--- src/rtl/core/dqkd_pkg.sv ---
// ----------------------------------------------------------------------------
// dqkd_pkg
// Types and constants shared by the keyed deque block: sizes, opcodes,
// status codes, controller states and the command and response words.
// ----------------------------------------------------------------------------
package dqkd_pkg;

  // record store sizing
  localparam int CAPACITY  = 64;
  localparam int KEY_BITS  = 24;
  localparam int DATA_BITS = 32;
  localparam int IDX_BITS  = $clog2(CAPACITY);
  localparam int CNT_BITS  = $clog2(CAPACITY + 1);
  localparam int REC_BITS  = KEY_BITS + DATA_BITS;

  // command opcodes
  typedef enum logic [1:0] {
    OP_PUSH_BACK  = 2'd0,
    OP_PUSH_FRONT = 2'd1,
    OP_POP_FRONT  = 2'd2,
    OP_DELETE_KEY = 2'd3
  } dqkd_op_t;

  // response status codes
  typedef enum logic [1:0] {
    ST_OK       = 2'd0,
    ST_FULL     = 2'd1,
    ST_EMPTY    = 2'd2,
    ST_NOTFOUND = 2'd3
  } dqkd_status_t;

  // controller states
  typedef enum logic [2:0] {
    S_IDLE,
    S_ALLOC,
    S_WALK,
    S_LOAD_HEAD,
    S_RESP
  } dqkd_state_t;

  // command word
  typedef struct packed {
    dqkd_op_t              opcode;
    logic [KEY_BITS-1:0]   entry_key;
    logic [DATA_BITS-1:0]  entry_data;
  } dqkd_cmd_t;

  // response word
  typedef struct packed {
    dqkd_status_t          status;
    logic                  removed_valid;
    logic [KEY_BITS-1:0]   removed_key;
    logic [DATA_BITS-1:0]  removed_data;
    logic                  front_valid;
    logic [KEY_BITS-1:0]   front_key;
    logic [DATA_BITS-1:0]  front_data;
    logic [CNT_BITS-1:0]   occupancy;
  } dqkd_rsp_t;

endpackage

--- src/rtl/core/dqkd_ram.sv ---
// ----------------------------------------------------------------------------
// dqkd_ram
// Generic simple dual-port RAM: one write port, one read port, read data
// registered (old data on a same-address collision).
// ----------------------------------------------------------------------------
module dqkd_ram #(
  parameter int WIDTH = 8,
  parameter int DEPTH = 64
) (
  input  logic                     clk,
  input  logic                     we,
  input  logic [$clog2(DEPTH)-1:0] waddr,
  input  logic [WIDTH-1:0]         wdata,
  input  logic [$clog2(DEPTH)-1:0] raddr,
  output logic [WIDTH-1:0]         rdata
);

  logic [WIDTH-1:0] mem [DEPTH];

  // write port and registered read port
  always_ff @(posedge clk) begin
    if (we) begin
      mem[waddr] <= wdata;
    end
    rdata <= mem[raddr];
  end

endmodule

--- src/rtl/core/deque_with_key_delete_unit.sv ---
// ----------------------------------------------------------------------------
// deque_with_key_delete_unit
// Bounded deque of key/payload records with delete of the first matching key.
// ----------------------------------------------------------------------------
// Usage:
//   A command word (opcode, key, payload) is taken at a clock edge where start
//   is high and busy is low. Exactly one response word follows on rsp, marked
//   by done for a single cycle. The receiver cannot stall: the response must
//   be captured in the cycle that done is high.
// Steps from the accepting edge to the done cycle, done registered from S_RESP:
//   push: S_ALLOC then S_RESP, or S_RESP alone when full
//   pop front: S_WALK, S_LOAD_HEAD when a new head record must be fetched, S_RESP
//   delete: S_WALK from the head to the first match or, on a miss, the last
//   record; S_LOAD_HEAD when the head is removed and a record remains; S_RESP.
//   The walk visits one linked slot per cycle, limited by the registered
//   reads of the record and link RAMs.
//   Empty or full rejections go straight to S_RESP. busy stays high until the done
//   cycle; a new command may be accepted in that cycle.
// Reset:
//   rst empties the store at once. The free slot stack needs no clearing
//   pass: entries below its low-water mark read back their initial slot
//   numbers, so a command can be taken in the first cycle after reset.
// ----------------------------------------------------------------------------
module deque_with_key_delete_unit
  import dqkd_pkg::*;
(
  input  logic      clk,
  input  logic      rst,
  input  logic      start,
  output logic      busy,
  input  dqkd_cmd_t cmd,
  output logic      done,
  output dqkd_rsp_t rsp
);

  localparam logic [CNT_BITS-1:0] CAP_C = CNT_BITS'(CAPACITY);
  localparam logic [CNT_BITS-1:0] ONE_C = CNT_BITS'(1);

  // control registers
  dqkd_state_t         state, state_next;
  logic [CNT_BITS-1:0] count;
  logic [CNT_BITS-1:0] low_water;
  logic [IDX_BITS-1:0] head, tail;
  logic [IDX_BITS-1:0] cur, prev;
  logic [CNT_BITS-1:0] walk_pos;

  // payload registers
  dqkd_cmd_t           cmd_r;
  logic [KEY_BITS-1:0] head_key;
  logic [DATA_BITS-1:0] head_data;
  dqkd_status_t        status_r;
  logic                rem_valid;
  logic [KEY_BITS-1:0] rem_key;
  logic [DATA_BITS-1:0] rem_data;

  // ram ports
  logic                rec_we, nxt_we, free_we;
  logic [IDX_BITS-1:0] rec_waddr, nxt_waddr, free_waddr;
  logic [REC_BITS-1:0] rec_wdata;
  logic [IDX_BITS-1:0] nxt_wdata;
  logic [IDX_BITS-1:0] link_raddr;
  logic [REC_BITS-1:0] rec_rdata;
  logic [IDX_BITS-1:0] nxt_rdata, free_rdata;

  // derived values
  logic [CNT_BITS-1:0] free_pop_full;
  logic [IDX_BITS-1:0] free_pop_idx;
  logic [CNT_BITS-1:0] free_push_full;
  logic [CNT_BITS-1:0] init_slot_full;
  logic                fresh_entry;
  logic [IDX_BITS-1:0] alloc_slot;
  logic [KEY_BITS-1:0] rd_key;
  logic [DATA_BITS-1:0] rd_data;
  logic                walk_match;
  logic                walk_last;

  // record store: key and payload per slot
  dqkd_ram #(.WIDTH(REC_BITS), .DEPTH(CAPACITY)) u_rec_ram (
    .clk   (clk),
    .we    (rec_we),
    .waddr (rec_waddr),
    .wdata (rec_wdata),
    .raddr (link_raddr),
    .rdata (rec_rdata)
  );

  // successor links
  dqkd_ram #(.WIDTH(IDX_BITS), .DEPTH(CAPACITY)) u_next_ram (
    .clk   (clk),
    .we    (nxt_we),
    .waddr (nxt_waddr),
    .wdata (nxt_wdata),
    .raddr (link_raddr),
    .rdata (nxt_rdata)
  );

  // free slot stack
  dqkd_ram #(.WIDTH(IDX_BITS), .DEPTH(CAPACITY)) u_free_ram (
    .clk   (clk),
    .we    (free_we),
    .waddr (free_waddr),
    .wdata (cur),
    .raddr (free_pop_idx),
    .rdata (free_rdata)
  );

  // free stack pointers: the stack holds CAPACITY - count entries, top at CAPACITY - 1 - count
  assign free_pop_full  = CAP_C - ONE_C - count;
  assign free_pop_idx   = free_pop_full[IDX_BITS-1:0];
  assign free_push_full = CAP_C - count;
  assign free_waddr     = free_push_full[IDX_BITS-1:0];

  // entries below the low-water mark still hold their initial slot number
  assign init_slot_full = CAP_C - ONE_C - CNT_BITS'(free_pop_idx);
  assign fresh_entry    = CNT_BITS'(free_pop_idx) < low_water;
  assign alloc_slot     = fresh_entry ? init_slot_full[IDX_BITS-1:0] : free_rdata;

  // walk compare
  assign rd_key     = rec_rdata[REC_BITS-1:DATA_BITS];
  assign rd_data    = rec_rdata[DATA_BITS-1:0];
  assign walk_match = (cmd_r.opcode == OP_POP_FRONT) || (rd_key == cmd_r.entry_key);
  assign walk_last  = (walk_pos + ONE_C) == count;

  assign busy = (state != S_IDLE);

  // state register
  always_ff @(posedge clk) begin
    if (rst) begin
      state <= S_IDLE;
    end else begin
      state <= state_next;
    end
  end

  // next state and ram controls
  always_comb begin
    state_next = state;
    rec_we     = 1'b0;
    rec_waddr  = alloc_slot;
    rec_wdata  = {cmd_r.entry_key, cmd_r.entry_data};
    nxt_we     = 1'b0;
    nxt_waddr  = tail;
    nxt_wdata  = alloc_slot;
    free_we    = 1'b0;
    link_raddr = head;
    unique case (state)
      S_IDLE: begin
        if (start) begin
          unique case (cmd.opcode)
            OP_PUSH_BACK, OP_PUSH_FRONT: begin
              state_next = (count == CAP_C) ? S_RESP : S_ALLOC;
            end
            OP_POP_FRONT, OP_DELETE_KEY: begin
              state_next = (count == '0) ? S_RESP : S_WALK;
            end
            default: state_next = S_RESP;
          endcase
        end
      end
      S_ALLOC: begin
        rec_we = 1'b1;
        if (count != '0) begin
          nxt_we = 1'b1;
          if (cmd_r.opcode == OP_PUSH_FRONT) begin
            nxt_waddr = alloc_slot;
            nxt_wdata = head;
          end
        end
        state_next = S_RESP;
      end
      S_WALK: begin
        // follow the successor link every cycle
        link_raddr = nxt_rdata;
        if (walk_match) begin
          free_we = 1'b1;
          if (walk_pos == '0) begin
            state_next = (count == ONE_C) ? S_RESP : S_LOAD_HEAD;
          end else begin
            nxt_we     = 1'b1;
            nxt_waddr  = prev;
            nxt_wdata  = nxt_rdata;
            state_next = S_RESP;
          end
        end else if (walk_last) begin
          state_next = S_RESP;
        end
      end
      S_LOAD_HEAD: begin
        state_next = S_RESP;
      end
      S_RESP: begin
        state_next = S_IDLE;
      end
      default: state_next = S_IDLE;
    endcase
  end

  // control datapath
  always_ff @(posedge clk) begin
    if (rst) begin
      count     <= '0;
      low_water <= CAP_C;
      head      <= '0;
      tail      <= '0;
      done      <= 1'b0;
    end else begin
      done <= (state == S_RESP);
      case (state)
        S_ALLOC: begin
          count <= count + ONE_C;
          if (fresh_entry) begin
            low_water <= CNT_BITS'(free_pop_idx);
          end
          if (count == '0) begin
            head <= alloc_slot;
            tail <= alloc_slot;
          end else if (cmd_r.opcode == OP_PUSH_FRONT) begin
            head <= alloc_slot;
          end else begin
            tail <= alloc_slot;
          end
        end
        S_WALK: begin
          if (walk_match) begin
            count <= count - ONE_C;
            if (walk_pos == '0) begin
              head <= nxt_rdata;
            end else if (walk_last) begin
              tail <= prev;
            end
          end
        end
        default: ;
      endcase
    end
  end

  // payload datapath
  always_ff @(posedge clk) begin
    case (state)
      S_IDLE: begin
        cmd_r     <= cmd;
        cur       <= head;
        prev      <= head;
        walk_pos  <= '0;
        rem_valid <= 1'b0;
        rem_key   <= '0;
        rem_data  <= '0;
        if ((cmd.opcode == OP_PUSH_BACK) || (cmd.opcode == OP_PUSH_FRONT)) begin
          status_r <= (count == CAP_C) ? ST_FULL : ST_OK;
        end else begin
          status_r <= (count == '0) ? ST_EMPTY : ST_OK;
        end
      end
      S_ALLOC: begin
        if ((count == '0) || (cmd_r.opcode == OP_PUSH_FRONT)) begin
          head_key  <= cmd_r.entry_key;
          head_data <= cmd_r.entry_data;
        end
      end
      S_WALK: begin
        if (walk_match) begin
          rem_valid <= 1'b1;
          rem_key   <= rd_key;
          rem_data  <= rd_data;
        end else if (walk_last) begin
          status_r <= ST_NOTFOUND;
        end else begin
          prev     <= cur;
          cur      <= nxt_rdata;
          walk_pos <= walk_pos + ONE_C;
        end
      end
      S_LOAD_HEAD: begin
        head_key  <= rd_key;
        head_data <= rd_data;
      end
      S_RESP: begin
        rsp.status        <= status_r;
        rsp.removed_valid <= rem_valid;
        rsp.removed_key   <= rem_key;
        rsp.removed_data  <= rem_data;
        rsp.front_valid   <= (count != '0);
        rsp.front_key     <= (count != '0) ? head_key : '0;
        rsp.front_data    <= (count != '0) ? head_data : '0;
        rsp.occupancy     <= count;
      end
      default: ;
    endcase
  end

endmodule

--- config.mk ---
export PLATFORM = sky130hd
export DESIGN_NAME = deque_with_key_delete_unit
export DESIGN_NICKNAME = d
export VERILOG_FILES = /design/src/rtl/core/dqkd_pkg.sv /design/src/rtl/core/dqkd_ram.sv /design/src/rtl/core/deque_with_key_delete_unit.sv
export SDC_FILE = /design/constraint.sdc
export NUM_CORES = 2
export LEC_CHECK = 0
export BUFFER_PORTS_ARGS = -buffer_cell sky130_fd_sc_hd__buf_4
export CAP_MARGIN = 20
export CORE_ASPECT_RATIO = 1.75
export CORE_MARGIN = 3
export CORE_UTILIZATION = 43
export CTS_CLUSTER_DIAMETER = 40
export DETAILED_ROUTE_END_ITERATION = 8
export PLACE_DENSITY_LB_ADDON = 0.15
export SLEW_MARGIN = 20
export SYNTH_ARGS = -nofsm -noshare
export SYNTH_HDL_FRONTEND = slang
export SYNTH_HIERARCHICAL = 1
export SYNTH_MEMORY_MAX_BITS = 65536
export SYNTH_SLANG_ARGS = --single-unit
--- constraint.sdc ---
create_clock -name clk -period 9.2 [get_ports clk]
set_input_delay 1.84 -clock clk [delete_from_list [all_inputs] [get_ports clk]]
set_output_delay 1.84 -clock clk [all_outputs]
set_load 0.005 [all_outputs]
# --- After elaboration in Yosys (flattened, before gate mapping) ---
# Memory sizes are Yosys's and may differ from the RTL's. A register that Yosys moved wholly into a read port is not among the register bits.
# Cells that the tools add are included.
word_totals:
  mem_bits_rw: 4352
  input_bits: 61
  ff_bits: 345
  output_inout_bits: 125
  n_memories: 3
mem_list:
  columns: ["name", "depth", "word_bits", "rd", "rd_ports_with_merged_regs", "wr", "line", "text"]
  rows:
  - ["u_rec_ram.mem", 64, 56, 1, 1, 1, "dqkd_ram.sv:18", "logic [WIDTH-1:0] mem [DEPTH];"]
  - ["u_free_ram.mem", 64, 6, 1, 1, 1, "dqkd_ram.sv:18", null]
  - ["u_next_ram.mem", 64, 6, 1, 1, 1, "dqkd_ram.sv:18", null]
op_classes:
  eq_ne: 24
  n_lt_le_gt_ge: 1
  mux: 72
  n_reduce_logical: 24
  add_sub_neg: 6
op_table:
  columns: ["operator", "n"]
  rows:
  - ["2-to-1 mux 6 bit", 23]
  - ["one-hot mux 32 bit (2 select lines)", 2]
  - ["one-hot mux 24 bit (2 select lines)", 2]
  - ["one-hot mux 6 bit (2 select lines)", 6]
  - ["2-to-1 mux 32 bit", 2]
  - ["2-to-1 mux 24 bit", 2]
  - ["one-hot mux 7 bit (2 select lines)", 2]
  - ["equality test 24 bit", 1]
  - ["2-to-1 mux 3 bit", 7]
  - ["2-to-1 mux 7 bit", 3]
  - ["!= test 2 bit (second input constant)", 8]
  - ["adder 7 x 1 -> 7 bit (second input constant)", 2]
  - ["logical NOT 7 bit", 2]
  - ["2-to-1 mux 1 bit", 14]
  - ["subtractor 6 bit (first input constant)", 2]
  - ["AND reduction 2 bit", 5]
  - ["!= test 3 bit (second input constant)", 3]
  - ["one-hot mux 3 bit (3 select lines)", 1]
  - ["2-to-1 mux 2 bit", 4]
  - ["equality test 7 x 1 -> 1 bit (second input constant)", 1]
  - ["equality test 7 bit", 1]
  - ["equality test 7 bit (second input constant)", 1]
  - ["< comparator 6 x 7 -> 1 bit", 1]
  - ["nonzero test 7 bit", 1]
  - ["19 further kinds", 31]

# --- Longest topological paths before layout ---
depth:
  depth_word: 6
  depth_mapped: 18
  ltp_nobuf: 11

# --- Hierarchy ---
# The synthesis kept the hierarchy.
by_module_without_submodules:
  columns: ["mod", "seq_area_each_um2", "instances", "cells_each", "area_each_um2"]
  rows:
  - ["dqkd_ram (u_rec_ram)", 108744.3, 1, 5949, 136983.9]
  - ["dqkd_ram (u_free_ram ...)", 11651.2, 2, 720, 15225.9]
  - ["deque_with_key_delete_unit", 10059.6, 1, 900, 13719.4]

# --- Least setup slack after synthesis ---
# Ideal clock, no wire load.
synth_timing:
  path_kind: "register -> register"
  from: "reg state[2]"
  to: "reg rsp[0] (netlist name), enable pin"
  path_stages_with_launch: 2
  period_less_slack_ns: 10.157
  slack_ns: -0.957
  t_required_ns: 8.417
  arrival_ns: 9.374
  path_cell_list: "dfxtp_1 > nor3b_1"
synth_between:
  elab_chain_len: 1
synth_lines:
  columns: ["item", "line", "text"]
  rows:
  - ["start, declared", "deque_with_key_delete_unit.sv:40", "dqkd_state_t state, state_next;"]
  - ["start signal, assigned", "deque_with_key_delete_unit.sv:131", "state <= state_next;"]
  - ["equality test 3 bit", "deque_with_key_delete_unit.sv:240", "case (state)"]
  - ["end, declared", "deque_with_key_delete_unit.sv:33", "output dqkd_rsp_t rsp"]
# No other way between the ends.
# A chain may end at the register's enable or synchronous reset.

# --- Worst setup path after layout ---
layout_timing:
  from: "reg cmd_r[35] (netlist name)"
  to: "mem u_next_ram/mem[62][1] (netlist name), enable pin"
layout_between:
  elab_chain_len: 6
  elab_cells_between_ends: 8
  cone_classes: "eq/ne (1); mux (6); reduce/logical (1)"
layout_lines:
  columns: ["item", "line", "text"]
  rows:
  - ["start, declared", "deque_with_key_delete_unit.sv:48", "dqkd_cmd_t cmd_r;"]
  - ["start signal, assigned", "deque_with_key_delete_unit.sv:242", "cmd_r <= cmd;"]
  - ["equality test 24 bit", "deque_with_key_delete_unit.sv:121", "assign walk_match = (cmd_r.opcode == OP_POP_FRONT) || (rd_key == cmd_r.entry_key);"]
  - ["logical OR 1 bit", "deque_with_key_delete_unit.sv:121", null]
  - ["2-to-1 mux 1 bit", "deque_with_key_delete_unit.sv:174", "if (walk_match) begin"]
  - ["one-hot mux 1 bit (2 select lines)", "deque_with_key_delete_unit.sv:146", "unique case (state)"]
  - ["net nxt_we", "deque_with_key_delete_unit.sv:57", "logic rec_we, nxt_we, free_we;"]
  - ["2-to-1 mux 1 bit", "dqkd_ram.sv:22", "if (we) begin"]
  - ["2-to-1 mux 1 bit (not written as such)", "dqkd_ram.sv:23", "mem[waddr] <= wdata;"]
  - ["end, declared", "dqkd_ram.sv:18", null]
# The timed path passes the listed nets, and every way through them passes these cells.

==> impl_metrics.env <==
export IMPL_synth_edf_count=4667
export IMPL_drv_slew=0
export IMPL_yosysSeqAreaShare_pct=78.4
export IMPL_slew_headroom_pct=13.0
export IMPL_dp_hpwl_mm=347
export IMPL_skew_ns=0.0900
export IMPL_cts_htree_levels=5
export IMPL_die_w_um=497
export IMPL_drt_iter0_drc=9793
export IMPL_grt_max_degree=100
export IMPL_timing_max_cap_violations=0
export IMPL_cp_common_cell="o21ai_0"
export IMPL_synth_top_area_share_pct=77.4
export IMPL_core_area_um2=419000
export IMPL_timing_setup_tns_ns=0
export IMPL_nFillCells=33900
export IMPL_synth_area_leaders="edfxtp_1, mux4_2, mux2i_1"
export IMPL_worstPathArrival_ns=6.82
export IMPL_clk_latency_ns=1.00
export IMPL_cp_max_fo=12
export IMPL_finalHoldViolCount=0
export IMPL_ys_seq_elements=4765
export IMPL_cts_root_buffer="clkbuf_16"
export IMPL_synth_top_family_by_area="multiplexers"
export IMPL_layout_nets=8904
export IMPL_clock_sinks=4765
export IMPL_crit_required_ns=9.82
export IMPL_synth_top_area_cell="edfxtp_1"
export IMPL_ant_nets=0
export IMPL_ctsHoldBuffers=0
export IMPL_cellLeakagePower_uw=0.0632
export IMPL_holdPathStages=0
export IMPL_initial_core_util_pct=43.3
export IMPL_cts_buffer_depth=4
export IMPL_boundaryPins=186
export IMPL_crit_buf_inv=1
export IMPL_drc_errors=0
export IMPL_cts_tree="yes"
export IMPL_finalSetupViolCount=0
export IMPL_clk_pin_slew_worst_paths_ns=0.07
export IMPL_synth_net_count=8361
export IMPL_grt_pass1_vias=91200
export IMPL_yosys_warnings=6
export IMPL_layout_setup_ws_ns=3.00
export IMPL_hp_start="rem_data[28]"
export IMPL_vias_per_cell=6.02
export IMPL_max_freq_mhz=161
export IMPL_avgSynthCellArea_um2=21.9
export IMPL_p_per_area_nw_per_um2=241
export IMPL_timing_final_crit_share_pct=67.4
export IMPL_preCtsSetupSlack_ns=2.96
export IMPL_chipHeight_um=865
export IMPL_antenna_found_initial=41
export IMPL_post_cts_resized=0
export IMPL_fin_crit_ns=6.20
export IMPL_synth_distinct_cells=76
export IMPL_layoutNonFillerInstCount=14800
export IMPL_wire_per_inst_um=36.7
export IMPL_gr_total_overflow=0
export IMPL_synthAdderAreaFrac_pct=0.0760
export IMPL_slowest_delay_ns=0.88
export IMPL_synth_top_flop_cell="edfxtp_1"
export IMPL_grt_setup_unrepaired="false"
export IMPL_async_reset_ff_share_pct=0
export IMPL_worstHoldPathType="reg -> reg"
export IMPL_critPathTopFamily="simple AND/OR/NAND/NOR gates"
export IMPL_drt_pass1_iter_count=5
export IMPL_tightest_slew_ns=1.30
export IMPL_peakVddDrop_mv=0.173
export IMPL_gp_congestion=0.857
export IMPL_cp_cell_sequence="buf_4, xor2_1, nor4_1, nand4_1, o21ai_0, nand2_1, o21ai_0, nor2b_1, nand3_1, nor2_1"
export IMPL_holdPathEnd="rsp[92]"
export IMPL_holdWs_ns=0.419
export IMPL_num_vias=89300
export IMPL_rows=314
export IMPL_grt_pass1_wl_mm=750
export IMPL_critPathLaunchType="flop"
export IMPL_syn_area_um2=181000
export IMPL_postCtsSetupRepairBufs=0
export IMPL_dp_cells=13900
export IMPL_synthCells=8289
export IMPL_reg2reg_to="u_next_ram/mem[62][1]"
export IMPL_reg2reg_setup_slack_ns=3.00
export IMPL_cp_slowest_cell="o21ai_0"
export IMPL_grt_total_usage_pct=25.2
export IMPL_area_growth_pct=14.1
export IMPL_drive_gt1_share_pct=27.0
export IMPL_synth_compound_area_share_pct=3.09
export IMPL_status="finished clean"
export IMPL_synth_simple_gate_area_share_pct=2.27
export IMPL_r2r_start="cmd_r[35]"
export IMPL_synthMuxAreaShare_pct=14.4
export IMPL_die_area_um2=429000
export IMPL_io_buffers=185
export IMPL_end_kind="flop"
export IMPL_synth_xor_area_share_pct=0.218
export IMPL_rr_worst_depth=10
export IMPL_wl_mm=544
export IMPL_critPathKind="reg -> reg"
export IMPL_cts_made_buffers=466
## how the worst max path moves through the flow
stage / from / to / slack [ns] / depth (start not counted)
CTS: u_rec_ram/rdata[34] / u_next_ram/mem[6][3] / 3.02 / 9
global placement: u_rec_ram/rdata[34] / u_next_ram/mem[46][2] / 2.81 / 9
finish: cmd_r[35] / u_next_ram/mem[62][1] / 3.00 / 10
global route: cmd_r[35] / u_next_ram/mem[62][3] / 2.77 / 10
detailed placement: u_rec_ram/rdata[34] / u_next_ram/mem[6][3] / 2.96 / 9
floorplan: count[3] / u_rec_ram/mem[48][0] / 2.31 / 12
## synth_stat cells, types with 50 or more instances
cell / count
edfxtp_1: 4667
mux4_2: 977
o22ai_1: 279
nor2_1: 272
mux2i_1: 254
clkbuf_1: 188
nand2_1: 141
and2_1: 135
buf_2: 134
mux2_2: 108
dfxtp_1: 98
o221ai_1: 82
a22oi_1: 77
buf_4: 73
nand3_1: 62
o21ai_0: 61
a211oi_1: 57
a21oi_1: 50
## through the flow
stage	total power [µW]	utilization (%)	area (µm²)
after floorplan	28300	-	181000
after global placement	30800	45.5	191000
after detailed placement	30900	45.6	191000
after CTS	50200	49.3	206000
after global routing	51100	49.4	207000
final	49700	49.4	207000
## flip-flops by register name (all words and copies together), names as in the netlist, 2 cells and up
signal,count
head_key,24
u_next_ram/mem,384
head,6
u_rec_ram/rdata,56
cmd_r,58
u_free_ram/mem,384
count,7
tail,6
walk_pos,7
u_rec_ram/mem,3584
status_r,2
prev,6
head_data,32
state,3
u_free_ram/rdata,6
rem_key,24
low_water,7
rem_data,32
rsp,123
cur,6
u_next_ram/rdata,6
## placed cells by master (no fill, tap or decap), drive strengths merged, types with 16 or more instances in the layout
cell type / count
a311oi: 21
and2: 137
mux4: 989
nand2: 141
xnor2: 26
a211o: 16
nor2: 272
clkinv: 152
o22ai: 279
nor2b: 35
nand3: 62
xor2: 19
o21ai: 92
o221ai: 82
mux2: 108
nor3: 20
dfxtp: 98
nand4: 31
bufinv: 51
clkbuf: 580
clkinvlp: 42
a21oi: 51
nor4: 41
o21a: 33
mux2i: 254
inv: 71
nand2b: 21
buf: 535
a211oi: 57
edfxtp: 4667
diode: 80
a22oi: 79
## per-layer routing
metal,part of all wire [%],wire (µm),track usage (%),vias up
met5,0.0035,19,0,-
met1,36,194000,30.3,49000
met3,5.4,29200,2.97,815
li1,-,-,-,36100
met4,6.1,33100,12.8,2
met2,53,288000,44.4,3378
## where the power goes
part	switching (µW)	internal [µW]	total, µW
clock	8380	11100	19400
combinational	3350	1220	4580
sequential	432	25300	25700
## worst register-to-register path: cells and delay by family, from the launching register on
kind / cells / cell delay (ns)
buffers and inverters: 1 / 0.23
and+or+nand+nor: 6 / 3.63
AOI/OAI and AO/OA: 2 / 1.38
DFF: 1 / 0.36
xor gates and xnor gates: 1 / 0.23
## cell type report
| cell class | instances | area (µm²) | share of cell area, % |
|---|---|---|---|
| diodes | 80 | 200 | 0.0968 |
| inverters | 33 | 139 | 0.0672 |
| clock inverters | 283 | 3110 | 1.50 |
| well taps | 5530 | 6920 | 3.35 |
| multi-input cells | 3030 | 37300 | 18.0 |
| flip-flops and latches | 4765 | 142000 | 68.7 |
| repair buffers | 536 | 4600 | 2.22 |
| clock buffers | 579 | 12400 | 6.00 |
## cells by family (layout without fill, tap and decap cells)
family / Yosys count / count (layout)
other: 0 / 80
DFF: 4765 / 4765
adders and majority gates: 11 / 11
muxes: 1351 / 1351
xor gates and xnor gates: 45 / 45
and+or+nand+nor: 825 / 825
AOI/OAI and AO/OA: 798 / 798
buffers and inverters: 494 / 1431
Power figures use the tool's default switching activity.
